$ cat src/design/fccw_pkg.sv
`timescale 1ns / 1ps

package fccw_pkg;

    localparam int MAX_CHAIN = 1024;
    localparam int CNT_W     = $clog2(MAX_CHAIN + 1);
    localparam int IDX_W     = $clog2(MAX_CHAIN);
    localparam int LANES     = 8;
    localparam int LANE_W    = $clog2(LANES);
    localparam int ROWS      = MAX_CHAIN / LANES;
    localparam int ROW_W     = $clog2(ROWS);

    localparam int OFF_W     = 48;
    localparam int VAL_W     = 32;
    localparam int CL_W      = 28;
    localparam int ST_W      = 3;
    localparam int BPS_W     = 16;
    localparam int SPC_W     = 8;
    localparam int RS_W      = 16;
    localparam int NF_W      = 8;
    localparam int SPF_W     = 32;
    localparam int IMG_W     = 48;
    localparam int CB_W      = BPS_W + SPC_W;
    localparam int FB_W      = RS_W + BPS_W;
    localparam int P1_W      = NF_W + SPF_W;
    localparam int SUM_W     = P1_W + 1;
    localparam int DBRAW_W   = SUM_W + BPS_W;
    localparam int PROD_W    = CL_W + CB_W;
    localparam int DSUM_W    = PROD_W + 1;
    localparam int CFG_IDX_W = 3;
    localparam int CFG_W     = 48;

    localparam logic [VAL_W-1:0] END_MARK   = 32'h0FFF_FFF8;
    localparam logic [VAL_W-1:0] ENTRY_MASK = 32'h0FFF_FFFF;
    localparam logic [OFF_W-1:0] OFF_MAX    = {OFF_W{1'b1}};

    localparam logic [BPS_W-1:0] RST_BPS = 16'd512;
    localparam logic [SPC_W-1:0] RST_SPC = 8'd8;
    localparam logic [RS_W-1:0]  RST_RS  = 16'd32;
    localparam logic [NF_W-1:0]  RST_NF  = 8'd2;
    localparam logic [SPF_W-1:0] RST_SPF = 32'd1024;
    localparam logic [IMG_W-1:0] RST_IMG = 48'd0;

    localparam logic REQ_START = 1'b0;
    localparam logic REQ_ENTRY = 1'b1;

    typedef enum logic [ST_W-1:0] {
        ST_CLUSTER    = 3'd0,
        ST_END        = 3'd1,
        ST_LOOP       = 3'd2,
        ST_FAT_RANGE  = 3'd3,
        ST_BAD_GEOM   = 3'd4,
        ST_FULL       = 3'd5,
        ST_UNEXPECTED = 3'd6
    } t_status;

    typedef enum logic [CFG_IDX_W-1:0] {
        CFG_BPS = 3'd0,
        CFG_SPC = 3'd1,
        CFG_RS  = 3'd2,
        CFG_NF  = 3'd3,
        CFG_SPF = 3'd4,
        CFG_IMG = 3'd5
    } t_cfg_idx;

    typedef enum logic [2:0] {
        D_IDLE,
        D_MUL1,
        D_SUM,
        D_MUL2,
        D_FIN
    } t_dstate;

    typedef enum logic [2:0] {
        S_IDLE,
        S_SCAN,
        S_FAT,
        S_FCHK,
        S_MUL,
        S_DATA,
        S_OUT
    } t_state;

    typedef struct packed {
        logic [OFF_W-1:0] fat_base;
        logic [OFF_W-1:0] data_base;
        logic [CB_W-1:0]  cluster_bytes;
        logic [IMG_W-1:0] image_size;
        logic             ok;
    } t_geom;

    typedef struct packed {
        logic done;
        logic hit;
    } t_scan;

endpackage

$ cat src/design/fccw_geom.sv
`timescale 1ns / 1ps

module fccw_geom (
    input  logic                              i_clk,
    input  logic                              i_rst_n,
    input  logic                              i_cfg_valid,
    output logic                              o_cfg_ready,
    input  logic [fccw_pkg::CFG_IDX_W-1:0]    i_cfg_index,
    input  logic [fccw_pkg::CFG_W-1:0]        i_cfg_data,
    output fccw_pkg::t_geom                   o_geom
);
    import fccw_pkg::*;

    logic [BPS_W-1:0]   r_bps;
    logic [SPC_W-1:0]   r_spc;
    logic [RS_W-1:0]    r_rs;
    logic [NF_W-1:0]    r_nf;
    logic [SPF_W-1:0]   r_spf;
    logic [IMG_W-1:0]   r_img;

    t_dstate            r_dstate;
    t_dstate            n_dstate;

    logic [P1_W-1:0]    r_p1;
    logic [SUM_W-1:0]   r_sum;
    logic [DBRAW_W-1:0] r_dbraw;
    logic [OFF_W-1:0]   r_fb;
    logic [OFF_W-1:0]   r_db;
    logic [CB_W-1:0]    r_cb;
    logic               r_ok;

    logic               cfg_wr;
    logic [OFF_W-1:0]   db_sat;
    logic               regs_nonzero;

    assign cfg_wr = i_cfg_valid && o_cfg_ready;

    always_ff @(posedge i_clk) begin
        if (!i_rst_n) begin
            r_bps    <= RST_BPS;
            r_spc    <= RST_SPC;
            r_rs     <= RST_RS;
            r_nf     <= RST_NF;
            r_spf    <= RST_SPF;
            r_img    <= RST_IMG;
            r_dstate <= D_MUL1;
        end else begin
            r_dstate <= n_dstate;
            if (cfg_wr) begin
                case (t_cfg_idx'(i_cfg_index))
                    CFG_BPS: r_bps <= i_cfg_data[BPS_W-1:0];
                    CFG_SPC: r_spc <= i_cfg_data[SPC_W-1:0];
                    CFG_RS:  r_rs  <= i_cfg_data[RS_W-1:0];
                    CFG_NF:  r_nf  <= i_cfg_data[NF_W-1:0];
                    CFG_SPF: r_spf <= i_cfg_data[SPF_W-1:0];
                    CFG_IMG: r_img <= i_cfg_data[IMG_W-1:0];
                    default: r_img <= r_img;
                endcase
            end
        end
    end

    always_comb begin
        n_dstate    = r_dstate;
        o_cfg_ready = 1'b0;
        case (r_dstate)
            D_IDLE: begin
                o_cfg_ready = 1'b1;
                if (i_cfg_valid) begin
                    n_dstate = D_MUL1;
                end
            end
            D_MUL1:  n_dstate = D_SUM;
            D_SUM:   n_dstate = D_MUL2;
            D_MUL2:  n_dstate = D_FIN;
            D_FIN:   n_dstate = D_IDLE;
            default: n_dstate = D_IDLE;
        endcase
    end

    assign db_sat = (|r_dbraw[DBRAW_W-1:OFF_W]) ? OFF_MAX : r_dbraw[OFF_W-1:0];
    assign regs_nonzero = (r_bps != '0) && (r_spc != '0) && (r_rs != '0) &&
                          (r_nf != '0) && (r_spf != '0);

    always_ff @(posedge i_clk) begin
        case (r_dstate)
            D_MUL1: begin
                r_p1 <= P1_W'(r_nf) * P1_W'(r_spf);
                r_cb <= CB_W'(r_bps) * CB_W'(r_spc);
                r_fb <= OFF_W'(FB_W'(r_rs) * FB_W'(r_bps));
            end
            D_SUM: begin
                r_sum <= SUM_W'(r_p1) + SUM_W'(r_rs);
            end
            D_MUL2: begin
                r_dbraw <= DBRAW_W'(r_sum) * DBRAW_W'(r_bps);
            end
            D_FIN: begin
                r_db <= db_sat;
                r_ok <= regs_nonzero && (db_sat < r_img);
            end
            default: r_ok <= r_ok;
        endcase
    end

    assign o_geom.fat_base      = r_fb;
    assign o_geom.data_base     = r_db;
    assign o_geom.cluster_bytes = r_cb;
    assign o_geom.image_size    = r_img;
    assign o_geom.ok            = r_ok;

endmodule

$ cat config.mk
export PLATFORM = sky130hd
export DESIGN_NAME = fccw_geom
export DESIGN_NICKNAME = d
export VERILOG_FILES = /design/src/design/fccw_pkg.sv /design/src/design/fccw_geom.sv
export SDC_FILE = /design/constraint.sdc
export NUM_CORES = 2
export LEC_CHECK = 0
export BUFFER_PORTS_ARGS = -buffer_cell sky130_fd_sc_hd__buf_4
export CAP_MARGIN = 20
export CORE_MARGIN = 5
export CORE_UTILIZATION = 45
export DETAILED_ROUTE_END_ITERATION = 8
export GPL_TIMING_DRIVEN = 0
export PLACE_DENSITY = 0.7
export SETUP_SLACK_MARGIN = 0.2
export SLEW_MARGIN = 20
export SYNTH_ARGS = -nofsm -noshare
export SYNTH_HDL_FRONTEND = slang
export SYNTH_SLANG_ARGS = --single-unit
$ cat constraint.sdc
create_clock -name i_clk -period 18 [get_ports i_clk]
set_clock_uncertainty 0.1 [all_clocks]
set_input_delay 5.4 -clock i_clk [delete_from_list [all_inputs] [get_ports i_clk]]
set_output_delay 5.4 -clock i_clk [all_outputs]
set_load 0.005 [all_outputs]
======== Word-level counts from Yosys, hierarchy flattened ========
Index checks and enable logic that the tools add are counted.
operators by class
  add/sub/neg operators ................... 1
  multiply operators ...................... 4
  order comparisons ....................... 1
  equal/unequal tests ..................... 10
  muxes and demuxes ....................... 4
  reductions and logical operators ........ 20
operators by type and width
  operator            number
  $mul 41x16->57      1
  $lt 48x48->1        1
  $mux 48             1
  $add 40x16->41      1
  $mul 8x32->40       1
  $mul 16x16->32      1
  $reduce_bool 16->1  2
  $reduce_bool 32->1  1
  $mul 16x8->24       1
  $reduce_bool 8->1   2
  $eq 3x2->1 const B  4
  $pmux 3 s4          1
  $reduce_and 2->1    6
  $eq 3x3->1 const B  3
  $reduce_or 9->1     1
  $eq 3x1->1 const B  2
  $logic_and 1x1->1   6
  $logic_not 3->1     2
  $mux 3              1
  $ne 2x2->1 const B  1
  $mux 1              1
word-level totals
  flip-flop bits (word level) ............. 374
  input port bits ......................... 54
  output and inout bits ................... 170
  word-level logic and storage cells ...... 54

======== Depth between registers and ports, before layout ========
  word-level depth ........................ 6
  gate-level depth with buffers ........... 26
  depth with buffers taken out ............ 23

======== Least setup slack after synthesis ========
Ideal clock, no wire load.
  path kind ............................... reg-to-reg
  from .................................... register r_dstate[0]
  to ...................................... register r_cb[0] (enable)
  setup time .............................. 0.688 ns
  arrival ................................. 7.423 ns
  required time ........................... 17.212 ns
  path slack .............................. 9.789 ns
  stages on the path, launching flop included .. 2
  buffers on the path ..................... 0
  period minus slack after synthesis ...... 8.211 ns
  cells stage by stage .................... dfxtp_1 > nor3b_1
between the ends
  cells in the longest elaborated chain, start to end .. 1
RTL lines
  element                 line             RTL
  start, declared         fccw_geom.sv:21  t_dstate r_dstate;
  start signal, assigned  fccw_geom.sv:48  r_dstate <= n_dstate;
  $eq 3x1->1              fccw_geom.sv:86  case (r_dstate)
  end signal, assigned    fccw_geom.sv:89  r_cb <= CB_W'(r_bps) * CB_W'(r_spc);
  end, declared           fccw_geom.sv:29  logic [CB_W-1:0] r_cb;
Every way passes these cells.
A chain may end at the register's enable or synchronous reset.

======== Final worst setup path ========
  from .................................... register r_bps[2]
  to ...................................... register r_dbraw[46], data pin
between the ends
  cells in the longest elaborated chain, start to end .. 1
RTL lines
  element                 line             RTL
  start, declared         fccw_geom.sv:14  logic [BPS_W-1:0] r_bps;
  start signal, assigned  fccw_geom.sv:51  CFG_BPS: r_bps <= i_cfg_data[BPS_W-1:0];
  $mul 41x16->57          fccw_geom.sv:96  r_dbraw <= DBRAW_W'(r_sum) * DBRAW_W'(r_bps);
  end signal, assigned    fccw_geom.sv:96
  end, declared           fccw_geom.sv:26  logic [DBRAW_W-1:0] r_dbraw;
Every way passes these cells.

==> summary.txt <==
Outcome
  • Status: complete, no violations

Global route
  • Initial antenna violation count: 5
  • Total gr overflow: 0
  • Largest net degree at the start of global routing: 41
  • Global Route Usage Sum: 0.2623
  • First-pass GRT wire length: 264,500 um
  • Vias in the first global route: 44,890

Clocking
  • Cts repair resizes: 0
  • Worst-Skew Late Latency: 0.65 ns
  • Setup bufs post-CTS: 0
  • Clk root buf: clkbuf_16
  • CTS tree: built
  • # hold bufs at CTS: 0
  • H-tree levels: 2
  • Total CTS buffers: 46
  • CTS Buffer Depth: 3
  • Clock transition at the registers of the reported paths: 0.06 ns
  • CTS sink count: 374

Pwr
  • Sequential Power Share: 0.417
  • Clk pwr share: 0.396
  • Comb pwr share: 0.187
  • Tot Pwr: 2.469 mW
  • Psw: 0.7589 mW
  • PwrDens: 40.46 nW/um^2
  • Int Power: 1.710 mW
  • Worst vdd ir: 0.06700 mV
  • Switch share: 0.3074
  • Leakage: 27.48 nW

Synth
  • Synth Area in Compound Gates: 0.06727
  • Adder-cell share of the synthesized area: 0.4513
  • Synth unique cells: 71
  • Post-synth EDFFs: 243
  • Sequential cell area fraction in the yosys report: 0.1785
  • Simple-Gate Fraction of Synth Area: 0.1712
  • Top_reg_cell synth: edfxtp_1
  • Syn Inst Count: 6,050
  • Avg Cell Area, Syn: 9.186 sq um
  • Xor-xnor portion of the synthesized cell area: 0.02537
  • Ys Warns: 0
  • Post-synthesis register bit count: 374
  • Synth Cell Area: 55,580 sq um
  • Mux cell area share after synthesis: 0.004142
  • Largest family of logic cells by synthesized area: adder cells
  • Ys async rst share: 0

Worst hold path
  • Hold Crit Class: reg2reg
  • Worst hold start: r_img[24]

STA
  • Post-layout min period: 8.755 ns
  • Setup Total Neg Slack: 0 ns
  • Worst Hold Slack: 0.3812 ns
  • Slew @ Worst Pin: 1.210 ns
  • Slew headroom: 0.1930
  • RSZ-0062 raised after global routing: false
  • Max-slew violations: 0
  • Max frequency: 114.2 MHz
  • Final hold vios: 0
  • Final period util: 0.4864
  • Setup violators final: 0

Floorplan
  • Core Area: 123,200 sq um
  • Chip width: 361.4 um
  • # rows: 129
  • # IOs: 224
  • Total Die Area: 130,600 sq um
  • Die height: 361.4 um
  • Initial Util: 0.4513

Setup path
  • Critical path's slowest cell: clkbuf_1
  • Required time worst endpoint: 18.26 ns
  • Critical path's most frequent cell: fa_1
  • Worst path max stage delay: 0.91 ns
  • CP max FO: 10
  • Reg-to-reg critical path startpoint: r_bps[2]
  • CP Capture Type: flop
  • Buf/Inv on CP: 3
  • Crit path launch type: flop
  • Worst Path Arrival: 9.01 ns
  • CP Launch Point: r_bps[2]
  • Crit-path leading delay family: adder cells
  • Worst path cell trace: clkbuf_1 > clkbuf_1 > nand2_1 > fa_1 > fa_1 > fa_1 > fa_1 > inv_1 > fa_1 > fa_1 > ha_1 > a211oi_1 > o21ai_1 > a32oi_1 > o2111ai_1 > a221oi_2 > o21ai_2 > a211oi_2 > xnor2_1
  • Crit path kind: reg2reg

Drt
  • Drt wl/cell: 21.25 um
  • Antenna-violating nets left: 0
  • First-pass iteration count of the detailed router: 6
  • Vias per cell: 5.296
  • DR vias: 42,470
  • Final wirelength: 170,400 um
  • DRC viols: 0
  • DR iter-0 viols: 3,443

Layout
  • Fin nets: 7,796
  • Area of the multi-input gates: 40,070 sq um
  • Reg area: 9920 sq um
  • Filler-free cell count of the finished design: 8,018
  • Area grow syn2layout: 9.793%
  • Share of cells above drive strength 1: 0.06147
  • Most frequent cells in the layout: nand2_1, inv_1, fa_1
  • Commonest non-fill, non-tap cell in the layout: nand2_1
  • Fillers: 11,450

Place
  • Cells after DPL: 7,928
  • Placer Congestion: 0.9642
  • Post-detail-place hpwl: 140,100 um
  • PortBufs: 205

Job
  • MaxCap Viol Count: 0
==> sequential cells by signal, summed over array words and instances (netlist names) <==
signal and cells:
r_spf 32, r_spc 8, r_bps 16, r_dbraw 57, r_cb 24, r_sum 41, r_rs 16, r_p1 40
r_dstate 3, r_fb 32, r_img 48, r_db 48, r_ok 1, r_nf 8
==> kinds of logic after synthesis <==
kind of cell,count (synthesis)
compound gates,557
xor+xnor,161
fa+ha+maj,1403
buf+inv,1495
flops,374
mux,23
other cells,1
simple gates,2036
==> synthesized netlist by cell type, types with 105 or more instances <==
cell	count	area, sq um
ha_1	400	5005
inv_1	1153	4328
clkbuf_1	300	1126
xnor2_1	113	989.7
a21oi_1	141	705.7
and2_1	463	2897
fa_1	1003	20080
nand2_1	1161	4358
nor2_1	116	435.4
dfxtp_1	131	2623
edfxtp_1	243	7297
a21boi_0	105	788.3
==> through the flow <==
step	util	instance area (sq um)	worst slack (ns)
2_1_floorplan	-	55630	9.789
3_3_place_gp	0.4809	59220	6.621
3_5_place_dp	0.4827	59450	9.501
4_1_cts	0.4954	61010	9.465
5_1_grt	0.4954	61010	8.976
6_report	0.4955	61020	9.245
==> power groups by stage <==
stage	Sequential (mW)	Clock, mW	Combinational [mW]
5_1_grt	1.03	1.03	0.509
4_1_cts	1.03	0.999	0.461
3_3_place_gp	1.06	0	0.439
6_report	1.03	0.978	0.462
3_5_place_dp	1.05	0	0.453
2_1_floorplan	1.03	0	0.274
==> layer usage <==
layer | routed length, um | track usage
met1 | 66910 | 0.3392
met2 | 79520 | 0.4313
met3 | 14730 | 0.04917
met4 | 9227 | 0.1176
met5 | 0 | 0
==> final cells by class <==
type / instances / area share
well taps: 1637 / 0.03357
flip-flops and latches: 374 / 0.1626
diodes: 4 / 0.0001640
repair buffers: 226 / 0.02826
clock inverters: 25 / 0.004450
clock buffers: 61 / 0.02116
plain buffers: 341 / 0.02208
inverters: 1154 / 0.07099
multi-input cells: 4196 / 0.6568
==> tightest hold or removal path, cell delays in order (launching register included) <==
cell,delay (ns)
dfxtp_1,0.32
nand2_1,0.05
a21boi_0,0.06
==> final timing paths <==
kind | end | slack [ns] | cells past startpoint
setup / recovery | r_dbraw[46] | 9.25 | 19
hold / removal | r_img[24] | 0.38 | 2
setup reg to reg | r_dbraw[46] | 9.25 | 19
hold reg to reg | r_img[24] | 0.38 | 2
(Power assumes the default switching activity.)
